$ cat config.mk
export PLATFORM = sky130hd
export DESIGN_NAME = image_half_downsample_unit_flat
export DESIGN_NICKNAME = d
export VERILOG_FILES = /design/src/hw/rtl/ihd_pkg.sv /design/src/hw/rtl/ihd_if.sv /design/src/hw/rtl/ihd_line_buf.sv /design/src/hw/rtl/ihd_scan_ctrl.sv /design/src/hw/rtl/image_half_downsample_unit.sv /design/src/flat_wrapper.sv
export SDC_FILE = /design/constraint.sdc
export NUM_CORES = 2
export LEC_CHECK = 0
export BUFFER_PORTS_ARGS = -buffer_cell sky130_fd_sc_hd__buf_2
export CELL_PAD_IN_SITES_DETAIL_PLACEMENT = 0
export CELL_PAD_IN_SITES_GLOBAL_PLACEMENT = 1
export CORE_MARGIN = 2
export CORE_UTILIZATION = 57
export CTS_BUF_LIST = sky130_fd_sc_hd__clkbuf_4
export DETAILED_ROUTE_END_ITERATION = 16
export PLACE_DENSITY_LB_ADDON = 0.12
export SETUP_SLACK_MARGIN = 0.02
export SKIP_LAST_GASP = 1
export SLEW_MARGIN = 20
export SYNTH_ARGS = -nofsm -noshare
export SYNTH_HDL_FRONTEND = slang
export SYNTH_MEMORY_MAX_BITS = 65536
export SYNTH_SLANG_ARGS = --single-unit
$ cat constraint.sdc
create_clock -name i_clk -period 39 [get_ports i_clk]
set_input_delay 11.7 -clock i_clk [delete_from_list [all_inputs] [get_ports i_clk]]
set_output_delay 11.7 -clock i_clk [all_outputs]
set_load 0.02 [all_outputs]
$ cat src/hw/rtl/ihd_pkg.sv
// Shared types, widths and constants for the 2x2 box-filter half-size downsampler.
// No dependencies; every other file of the block imports this package.
`timescale 1ns / 1ps

package ihd_pkg;

    // Pixel and sum widths
    localparam int PIX_W  = 8;
    localparam int PAIR_W = 9;
    localparam int SUM_W  = 10;

    // Configuration register widths and the write port data width
    localparam int IMAGE_COLS_W = 11;
    localparam int IMAGE_ROWS_W = 13;
    localparam int CFG_DATA_W   = 13;

    // Row counting: the frame height is capped at 4096 lines
    localparam int                    ROW_CNT_W = 12;
    localparam logic [IMAGE_ROWS_W-1:0] MAX_ROWS = 13'd4096;

    // Default line length limit handed to the top level
    localparam int DEF_MAX_COLS = 1024;

    // Register values after reset
    localparam logic [IMAGE_COLS_W-1:0] IMAGE_COLS_RST = 11'd2;
    localparam logic [IMAGE_ROWS_W-1:0] IMAGE_ROWS_RST = 13'd2;

    // Configuration register indexes
    typedef enum logic [0:0] {
        CFG_IMAGE_COLS = 1'b0,
        CFG_IMAGE_ROWS = 1'b1
    } t_cfg_reg;

    // What the scan controller decides for one accepted item
    typedef struct packed {
        logic emit;   // item completes a 2x2 block: read the line entry
        logic store;  // item completes a pair on an even row: write the line entry
        logic last;   // the block is the final one of the frame
    } t_scan_op;

    // Rounded mean of four pixels, halves rounding up
    function automatic logic [PIX_W-1:0] avg4(input logic [SUM_W-1:0] sum);
        logic [SUM_W:0] rounded;
        rounded = {1'b0, sum} + (SUM_W+1)'(2);
        return rounded[SUM_W-1:2];
    endfunction

endpackage

$ cat src/hw/rtl/ihd_if.sv
// Valid/ready stream interfaces for source pixels and downsampled results.
// Depends on ihd_pkg for field widths.
`timescale 1ns / 1ps

interface ihd_pix_if import ihd_pkg::*; ();
    logic             valid;
    logic             ready;
    logic [PIX_W-1:0] pixel;

    modport source (output valid, output pixel, input ready);
    modport sink   (input valid, input pixel, output ready);
endinterface

interface ihd_res_if import ihd_pkg::*; ();
    logic             valid;
    logic             ready;
    logic [PIX_W-1:0] out_pixel;
    logic             last_out;

    modport source (output valid, output out_pixel, output last_out, input ready);
    modport sink   (input valid, input out_pixel, input last_out, output ready);
endinterface

$ cat src/hw/rtl/ihd_line_buf.sv
// Line buffer of horizontal pair sums: one write port, one read port, registered read data.
// Depends on ihd_pkg for the pair sum width.
`timescale 1ns / 1ps

module ihd_line_buf import ihd_pkg::*; #(
    parameter int MAX_COLS = DEF_MAX_COLS
) (
    input  logic                       i_clk,
    input  logic                       i_wr_en,
    input  logic                       i_rd_en,
    input  logic [((MAX_COLS/2 > 1) ? $clog2(MAX_COLS/2) : 1)-1:0] i_addr,
    input  logic [PAIR_W-1:0]          i_wr_data,
    output logic [PAIR_W-1:0]          o_rd_data
);

    localparam int PAIR_DEPTH = MAX_COLS / 2;

    logic [PAIR_W-1:0] r_mem [PAIR_DEPTH];
    logic [PAIR_W-1:0] r_rd_data;

    // Even rows write the pair sum of each column pair.
    always_ff @(posedge i_clk) begin
        if (i_wr_en) begin
            r_mem[i_addr] <= i_wr_data;
        end
    end

    // Odd rows read the entry back; the data holds until the next read.
    always_ff @(posedge i_clk) begin
        if (i_rd_en) begin
            r_rd_data <= r_mem[i_addr];
        end
    end

    assign o_rd_data = r_rd_data;

endmodule

$ cat src/hw/rtl/ihd_scan_ctrl.sv
// Raster scan control: size registers, column and row counters, left pixel hold,
// and the per-item decision to store or emit. Depends on ihd_pkg.
`timescale 1ns / 1ps

module ihd_scan_ctrl import ihd_pkg::*; #(
    parameter int MAX_COLS = DEF_MAX_COLS
) (
    input  logic                      i_clk,
    input  logic                      i_rst_n,
    input  logic                      i_cfg_we,
    input  t_cfg_reg                  i_cfg_idx,
    input  logic [CFG_DATA_W-1:0]     i_cfg_data,
    input  logic                      i_accept,
    input  logic [PIX_W-1:0]          i_pixel,
    output t_scan_op                  o_op,
    output logic [((MAX_COLS/2 > 1) ? $clog2(MAX_COLS/2) : 1)-1:0] o_addr,
    output logic [PAIR_W-1:0]         o_pair
);

    localparam int CW         = $clog2(MAX_COLS) + 1;
    localparam int EW         = (CW > IMAGE_COLS_W) ? CW : IMAGE_COLS_W;
    localparam int PAIR_DEPTH = MAX_COLS / 2;
    localparam int AW         = (PAIR_DEPTH > 1) ? $clog2(PAIR_DEPTH) : 1;
    localparam logic [EW-1:0] MAX_COLS_E = EW'(MAX_COLS);

    logic [IMAGE_COLS_W-1:0] r_image_cols, n_image_cols;
    logic [IMAGE_ROWS_W-1:0] r_image_rows, n_image_rows;
    logic [CW-1:0]           r_col, n_col;
    logic [ROW_CNT_W-1:0]    r_row, n_row;
    logic [PIX_W-1:0]        r_left, n_left;

    logic [EW-1:0]           eff_cols;
    logic [IMAGE_ROWS_W-1:0] eff_rows;
    logic [EW-1:0]           col_e;
    logic [IMAGE_ROWS_W-1:0] row_e;
    logic                    in_range;
    logic                    col_end;
    logic                    row_end;
    logic [CW-1:0]           half_col;

    // Configuration writes.
    always_comb begin
        n_image_cols = r_image_cols;
        n_image_rows = r_image_rows;
        if (i_cfg_we) begin
            unique case (i_cfg_idx)
                CFG_IMAGE_COLS: n_image_cols = i_cfg_data[IMAGE_COLS_W-1:0];
                CFG_IMAGE_ROWS: n_image_rows = i_cfg_data[IMAGE_ROWS_W-1:0];
                default: ;
            endcase
        end
    end

    // Effective frame size: zero acts as one, oversize is clamped.
    always_comb begin
        eff_cols = EW'(r_image_cols);
        if (r_image_cols == '0) begin
            eff_cols = EW'(1);
        end else if (eff_cols > MAX_COLS_E) begin
            eff_cols = MAX_COLS_E;
        end
        eff_rows = r_image_rows;
        if (r_image_rows == '0) begin
            eff_rows = IMAGE_ROWS_W'(1);
        end else if (r_image_rows > MAX_ROWS) begin
            eff_rows = MAX_ROWS;
        end
    end

    // Position tests for the current item.
    assign col_e    = EW'(r_col);
    assign row_e    = IMAGE_ROWS_W'(r_row);
    assign in_range = (col_e < eff_cols) && (row_e < eff_rows);
    assign col_end  = (col_e + EW'(1)) >= eff_cols;
    assign row_end  = (row_e + IMAGE_ROWS_W'(1)) >= eff_rows;
    assign half_col = r_col >> 1;

    // Odd columns close a pair: even rows store it, odd rows emit a block.
    always_comb begin
        o_op.store = in_range && r_col[0] && !r_row[0];
        o_op.emit  = in_range && r_col[0] && r_row[0];
        o_op.last  = ((EW'(half_col) + EW'(1)) == (eff_cols >> 1))
                  && ((IMAGE_ROWS_W'(r_row >> 1) + IMAGE_ROWS_W'(1)) == (eff_rows >> 1));
    end

    assign o_addr = half_col[AW-1:0];
    assign o_pair = PAIR_W'(r_left) + PAIR_W'(i_pixel);

    // Counter advance and left pixel capture on each accepted item.
    always_comb begin
        n_col  = r_col;
        n_row  = r_row;
        n_left = r_left;
        if (i_accept) begin
            if (in_range && !r_col[0]) begin
                n_left = i_pixel;
            end
            if (col_end) begin
                n_col = '0;
                n_row = row_end ? '0 : r_row + ROW_CNT_W'(1);
            end else begin
                n_col = r_col + CW'(1);
            end
        end
    end

    always_ff @(posedge i_clk) begin
        if (!i_rst_n) begin
            r_image_cols <= IMAGE_COLS_RST;
            r_image_rows <= IMAGE_ROWS_RST;
            r_col        <= '0;
            r_row        <= '0;
            r_left       <= '0;
        end else begin
            r_image_cols <= n_image_cols;
            r_image_rows <= n_image_rows;
            r_col        <= n_col;
            r_row        <= n_row;
            r_left       <= n_left;
        end
    end

endmodule

$ cat src/hw/rtl/image_half_downsample_unit.sv
// Top level of the 2x2 box-filter half-size downsampler.
// Depends on ihd_pkg, ihd_if, ihd_scan_ctrl and ihd_line_buf.
//
//   Channel  Dir  Signals                         Moves
//   i_pix    in   valid ready pixel               one source pixel per item
//   o_res    out  valid ready out_pixel last_out  one averaged pixel per item
//   cfg      in   i_cfg_we i_cfg_idx i_cfg_data   image_cols, image_rows writes
//
// One source pixel is taken per clock unless input is refused. A result moves
// from the pixel that completes its block through the registered read of the
// line buffer, held beside the block stage, then the output register. Synchronous
// active-low reset clears the counters and sets the frame size to 2x2; the line
// buffer needs no clearing. A stalled output holds the result and the pending
// block, and input is refused only while both are full.
`timescale 1ns / 1ps

module image_half_downsample_unit import ihd_pkg::*; #(
    parameter int MAX_COLS = DEF_MAX_COLS
) (
    input  logic                  i_clk,
    input  logic                  i_rst_n,
    ihd_pix_if.sink               i_pix,
    ihd_res_if.source             o_res,
    input  logic                  i_cfg_we,
    input  t_cfg_reg              i_cfg_idx,
    input  logic [CFG_DATA_W-1:0] i_cfg_data
);

    localparam int PAIR_DEPTH = MAX_COLS / 2;
    localparam int AW         = (PAIR_DEPTH > 1) ? $clog2(PAIR_DEPTH) : 1;

    t_scan_op          op;
    logic [AW-1:0]     addr;
    logic [PAIR_W-1:0] pair;
    logic [PAIR_W-1:0] rd_data;
    logic              accept;
    logic              in_ready;
    logic              out_load;
    logic              s1_adv;
    logic              wr_en;
    logic              rd_en;
    logic [SUM_W-1:0]  block_sum;

    logic              r_s1_vld, n_s1_vld;
    logic [PAIR_W-1:0] r_s1_pair, n_s1_pair;
    logic              r_s1_last, n_s1_last;
    logic              r_out_vld, n_out_vld;
    logic [PIX_W-1:0]  r_out_pixel, n_out_pixel;
    logic              r_out_last, n_out_last;

    // Handshake: the output register frees the block stage, which frees the input.
    assign out_load = !r_out_vld || o_res.ready;
    assign s1_adv   = r_s1_vld && out_load;
    assign in_ready = !r_s1_vld || out_load;
    assign accept   = i_pix.valid && in_ready;
    assign wr_en    = accept && op.store;
    assign rd_en    = accept && op.emit;

    assign i_pix.ready = in_ready;

    ihd_scan_ctrl #(
        .MAX_COLS (MAX_COLS)
    ) u_scan (
        .i_clk      (i_clk),
        .i_rst_n    (i_rst_n),
        .i_cfg_we   (i_cfg_we),
        .i_cfg_idx  (i_cfg_idx),
        .i_cfg_data (i_cfg_data),
        .i_accept   (accept),
        .i_pixel    (i_pix.pixel),
        .o_op       (op),
        .o_addr     (addr),
        .o_pair     (pair)
    );

    // A line entry is always written a full row before it is read back, so
    // the read and the write of one entry never overlap.
    ihd_line_buf #(
        .MAX_COLS (MAX_COLS)
    ) u_line (
        .i_clk     (i_clk),
        .i_wr_en   (wr_en),
        .i_rd_en   (rd_en),
        .i_addr    (addr),
        .i_wr_data (pair),
        .o_rd_data (rd_data)
    );

    // Block stage: holds the lower pair sum while the upper one is read.
    always_comb begin
        n_s1_vld  = r_s1_vld;
        n_s1_pair = r_s1_pair;
        n_s1_last = r_s1_last;
        if (accept) begin
            n_s1_vld = op.emit;
            if (op.emit) begin
                n_s1_pair = pair;
                n_s1_last = op.last;
            end
        end else if (s1_adv) begin
            n_s1_vld = 1'b0;
        end
    end

    assign block_sum = SUM_W'(rd_data) + SUM_W'(r_s1_pair);

    // Output register.
    always_comb begin
        n_out_vld   = r_out_vld;
        n_out_pixel = r_out_pixel;
        n_out_last  = r_out_last;
        if (s1_adv) begin
            n_out_vld   = 1'b1;
            n_out_pixel = avg4(block_sum);
            n_out_last  = r_s1_last;
        end else if (o_res.ready) begin
            n_out_vld = 1'b0;
        end
    end

    always_ff @(posedge i_clk) begin
        if (!i_rst_n) begin
            r_s1_vld  <= 1'b0;
            r_out_vld <= 1'b0;
        end else begin
            r_s1_vld  <= n_s1_vld;
            r_out_vld <= n_out_vld;
        end
    end

    always_ff @(posedge i_clk) begin
        r_s1_pair   <= n_s1_pair;
        r_s1_last   <= n_s1_last;
        r_out_pixel <= n_out_pixel;
        r_out_last  <= n_out_last;
    end

    assign o_res.valid     = r_out_vld;
    assign o_res.out_pixel = r_out_pixel;
    assign o_res.last_out  = r_out_last;

    // An item never both stores and reads the line buffer.
    a_no_rd_wr: assert property (@(posedge i_clk) disable iff (!i_rst_n)
        !(rd_en && wr_en))
        else $error("line buffer read and write in one cycle");

    // Every line read brings a pending block into the block stage.
    a_rd_fills_s1: assert property (@(posedge i_clk) disable iff (!i_rst_n)
        rd_en |=> r_s1_vld)
        else $error("line read without a pending block");

    // A pending block that cannot move blocks the input.
    a_full_stall: assert property (@(posedge i_clk) disable iff (!i_rst_n)
        (r_s1_vld && r_out_vld && !o_res.ready) |-> !i_pix.ready)
        else $error("input taken while both stages are full");

    // A block leaving the stage shows up as a valid result next cycle.
    a_s1_to_out: assert property (@(posedge i_clk) disable iff (!i_rst_n)
        s1_adv |=> r_out_vld)
        else $error("block lost between stage and output register");

endmodule
$ cat src/flat_wrapper.sv
// flat-port wrapper written by rule: the top's interface ports become plain ports
module image_half_downsample_unit_flat import ihd_pkg::*;
#(
    parameter int MAX_COLS = DEF_MAX_COLS
)
  (i_clk, i_rst_n, i_cfg_we, i_cfg_idx, i_cfg_data, i_pix_valid, i_pix_pixel, i_pix_ready, o_res_valid, o_res_out_pixel, o_res_last_out, o_res_ready);
  ihd_pix_if i_pix_i ();
  ihd_res_if o_res_i ();
  input  logic i_clk;
  input  logic i_rst_n;
  input  logic i_cfg_we;
  input  t_cfg_reg i_cfg_idx;
  input  logic [CFG_DATA_W-1:0] i_cfg_data;
  input wire logic [$bits(i_pix_i.valid)-1:0] i_pix_valid;
  input wire logic [$bits(i_pix_i.pixel)-1:0] i_pix_pixel;
  output wire logic [$bits(i_pix_i.ready)-1:0] i_pix_ready;
  output wire logic [$bits(o_res_i.valid)-1:0] o_res_valid;
  output wire logic [$bits(o_res_i.out_pixel)-1:0] o_res_out_pixel;
  output wire logic [$bits(o_res_i.last_out)-1:0] o_res_last_out;
  input wire logic [$bits(o_res_i.ready)-1:0] o_res_ready;
  assign i_pix_i.valid = i_pix_valid;
  assign i_pix_i.pixel = i_pix_pixel;
  assign i_pix_ready = i_pix_i.ready;
  assign o_res_valid = o_res_i.valid;
  assign o_res_out_pixel = o_res_i.out_pixel;
  assign o_res_last_out = o_res_i.last_out;
  assign o_res_i.ready = o_res_ready;
  image_half_downsample_unit #(.MAX_COLS(MAX_COLS)) u_core (.i_clk(i_clk), .i_rst_n(i_rst_n), .i_pix(i_pix_i), .o_res(o_res_i), .i_cfg_we(i_cfg_we), .i_cfg_idx(i_cfg_idx), .i_cfg_data(i_cfg_data));
endmodule
==> summary by stage <==
Setup path
In this design, the stage delay of the slowest critical-path cell is between 200 and 250 ps. The critical path goes through buf_2, nand3b_1, buf_2. The setup path with the least slack is of type in -> out. The most used cell along the critical path is buf_2. The type of element capturing the critical path is a primary output.

STA puts the critical path data arrival time at 12,210 ps. The critical path startpoint category is a primary input. The cell type of the slowest stage on the worst timing path is nand3b_1. The largest driver fanout on the critical path is 4.

At the worst endpoint, the required time is around 27,000 ps.

Routing
The final layout contains routed wiring with a total length of 524,700 µm. In this run the remaining antenna-violating nets after routing total 0. In this run, the number of DRC markers left after iteration 0 of detailed routing was 14,742.

The pre-antenna-repair detailed-routing pass consisted of 6 iterations. The number of vias after detailed routing is between 90,000 and 100k. The ratio of routed vias to standard cells is roughly 6.6. Dividing the detail-routed wire length by the instance count gives around 35 µm. The remaining design rule violation count is 0.

Clock network
The clock-pin slew reported for the worst setup and hold paths after clock tree synthesis is 60 ps. The cell sitting at the root of the clock tree is a clkbuf_4. In this run, post-CTS repair resized a total of 0 instances.

The clock sink count is about 4,700. The clock passes through at most 5 buffers. The number of setup buffers added after CTS is 0.

The number of levels in the clock H-tree is 7. The worst-skew pair later-pin latency is approximately 1800 ps. Buffers inserted to repair hold after CTS numbered 0.

Clock tree synthesis inserted a total of approximately 1,200 buffers. The CTS tree is yes.

STA
The final critical-path share of the clock period is 0.6132. The worst setup margin is about 15,000 ps. The minimum clock period is 23,910 ps. The number of max-slew violations in the final report came to 0. The final number of setup-violating endpoints is 0.

Derived from the worst setup path, the maximum achievable clock frequency is ~0.042 GHz. Setup repair after global routing left no endpoint under its margin. The total negative slack for setup checks is 0 ps. The clock arrives with between 200 and 250 ps of skew.

The number of hold-slack violations in the final timing report is 0. At the pin with the least slew margin, the transition time is ~1400 ps. The tightest slew margin relative to the limit is 0.06877.

Layout
The share of post-route cells with drive strength above 1 is 0.3623. Fill cells in the final layout number 21,684. For this run, the post-layout net count is approximately 10,000.

The area growth from synthesis to layout is 12.97%.

Floorplanning
The initial standard-cell utilization of the core is 0.5734. The floorplan step defined a die boundary enclosing 327,900 µm². 38 I/O pins were placed. The die is approximately 570 µm tall.

The horizontal extent of the die is around 570 µm. The core region is around 320,000 µm². The cell row count is around 210.

Placed design
The number of buffer cells added on primary ports is 37. The final RePlAce weighted congestion is approximately 0.95. Once detailed placement completed, the half-perimeter wirelength came to approximately 320,000 µm. The worst-case setup slack after placement is between 15,000 and 20,000 ps.

Yosys
The number of flops mapped to enable cells by yosys is 4,636. Sorting the synthesized cells by area gives the leading types as edfxtp_1 (76%), mux4_2 (15%), mux2i_1 (1.6%). The average instance in the mapped netlist occupies between 20 and 25 µm². Of the post-synthesis cell area, the dominant cell type holds 0.7553. The synthesized design spends more area on one cell type than any other, namely edfxtp_1.

The number of nets handed over by synthesis was a little under 9,000. The post-synthesis sequential area ratio is 0.7615. Counting flops and latches in the post-synthesis netlist gives 4,693. The most used flip-flop cell after synthesis is edfxtp_1. Synthesis produced a netlist whose cell count is 8,594. The post-synthesis cell type count is 71. The number of warning messages in the yosys log is 0. The cell area that synthesis handed to floorplanning was 184,300 µm². The fraction of synthesis flops using an asynchronous set or reset pin is 0.

Power and ir drop
The power density of the placed cells is just over 50 nW/µm². Across the VDD grid, the largest voltage drop is roughly 0.040 mV. The analysis attributes to cell leakage a power of approximately 65 nW.

Worst hold path
The path class of the tightest hold or removal check is reg -> reg.

Global routing
The largest net degree at the start of global routing is around 240. The total congestion overflow is 0. The number of antenna violations at the first check in global routing is 33. The number of global-route vias before repair is a little under 100k. Across every metal layer, demand over resource in global routing totals 0.3261.

The first global-routing pass estimated ~740,000 µm of wire.

Job
The number of max-capacitance violations reported is 0.

Outcome
The run finished with clean final reports.
power breakdown:
group	switching (W)	internal [W]
Clock	0.00192	0.00215
Combinational	0.000649	0.000202
Sequential	0.00000554	0.00588
synth_stat cells (all sizes together), types with 5 or more instances:
cell type and n:
edfxtp 4636, mux4 1220, nor3 549, buf 303
mux2i 291, clkbuf 255, nand2 248, a22oi 143
nor2 115, ha 77, a21oi 72, nand3 64
o21ai 59, dfxtp 57, o22ai 51, xnor2 46
inv 32, nor2b 29, a21boi 24, a22o 23
nand4 23, a211oi 21, a221oi 19, xor2 19
nor4 18, nand2b 14, o32ai 14, mux2 13
o21a 13, a31oi 11, or3 11, a2111oi 9
and2 9, or4 9, a21o 8, o221ai 8
a32oi 7, o211ai 7, nand3b 6, o2111ai 6
or2 6, o31ai 5
per-layer routing:
| layer | up-vias | global-route usage | part of all wire |
|---|---|---|---|
| met5 | - | 0 | 0.00020 |
| met4 | 8 | 0.1634 | 0.048 |
| met3 | 1097 | 0.09208 | 0.11 |
| met2 | 6537 | 0.4857 | 0.46 |
| met1 | 52334 | 0.4475 | 0.37 |
| li1 | 39992 | - | - |
metrics by stage:
step                total power (W)  area (µm²)  std cells    util  hold WS (ps)
finish                      0.01080      208200      15147  0.6478         464.8
floorplan                  0.006774      184300       8594       -         400.3
CTS                         0.01087      207900      15099  0.6470         468.1
global placement           0.006802      193500      13124  0.6020         446.7
detailed placement         0.006842      193500      13125  0.6020         454.0
global route                0.01117      208100      15122  0.6476         445.2
worst max-delay path, delay by kind of cell:
kind | cells | cell delay [ps]
buf+inv | 2 | 310
simple gates | 1 | 210
layout by cell type (no fill, tap or decap), types with 72 or more instances in the layout:
cell and n:
nor3_1 542, a22oi_1 143, clkbuf_4 1749, edfxtp_1 4636, clkinv_1 163, buf_4 715
a21oi_1 72, nand2_1 233, nor2_1 106, mux2i_1 287, mux4_2 1220, ha_1 76
cells by family after synthesis:
group	share of synthesized area
DFF	0.7615
muxes	0.1657
and+or+nand+nor	0.02929
buffers and inverters	0.01513
AOI/OAI and AO/OA	0.01983
adders and majority gates	0.005445
xor gates and xnor gates	0.003089
path summary, 6_finish.rpt:
kind,depth (start not counted),start,slack (ps),end
max,3,o_res_ready,15090,i_pix_ready
min,0,u_core.r_s1_last,460,u_core.o_res.last_out
max reg2reg,11,u_core.u_scan.col_e[2],31080,u_core.u_line.o_rd_data[3]
min reg2reg,0,u_core.r_s1_last,460,u_core.o_res.last_out
state kept, by name, summed over array words and instances, names as in the netlist:
name,flops
u_core.r_s1_vld,1
u_core.r_s1_last,1
u_core.u_scan.r_image_cols,11
u_core.u_scan.r_row,12
u_core.u_line.o_rd_data,9
u_core.o_res.out_pixel,8
u_core.u_scan.col_e,11
u_core.u_scan.r_left,8
u_core.u_line.r_mem,4608
u_core.o_res.last_out,1
u_core.r_s1_pair,9
u_core.u_scan.r_image_rows,13
u_core.o_res.valid,1
layout make-up:
type                            instances  area [µm²]  share of cell area
Multi-Input combinational cell       3311       41540              0.1995
Sequential cell                      4693      140400              0.6742
Inverter                               32       128.9           0.0006190
Tap cell                             4305        5386             0.02587
Timing Repair Buffer                  788        6217             0.02986
Antenna cell                           44       110.1           0.0005288
Clock inverter                        225        1315            0.006316
Clock buffer                         1749       13130             0.06306
No activity file was read; power rests on OpenSTA's default activity.
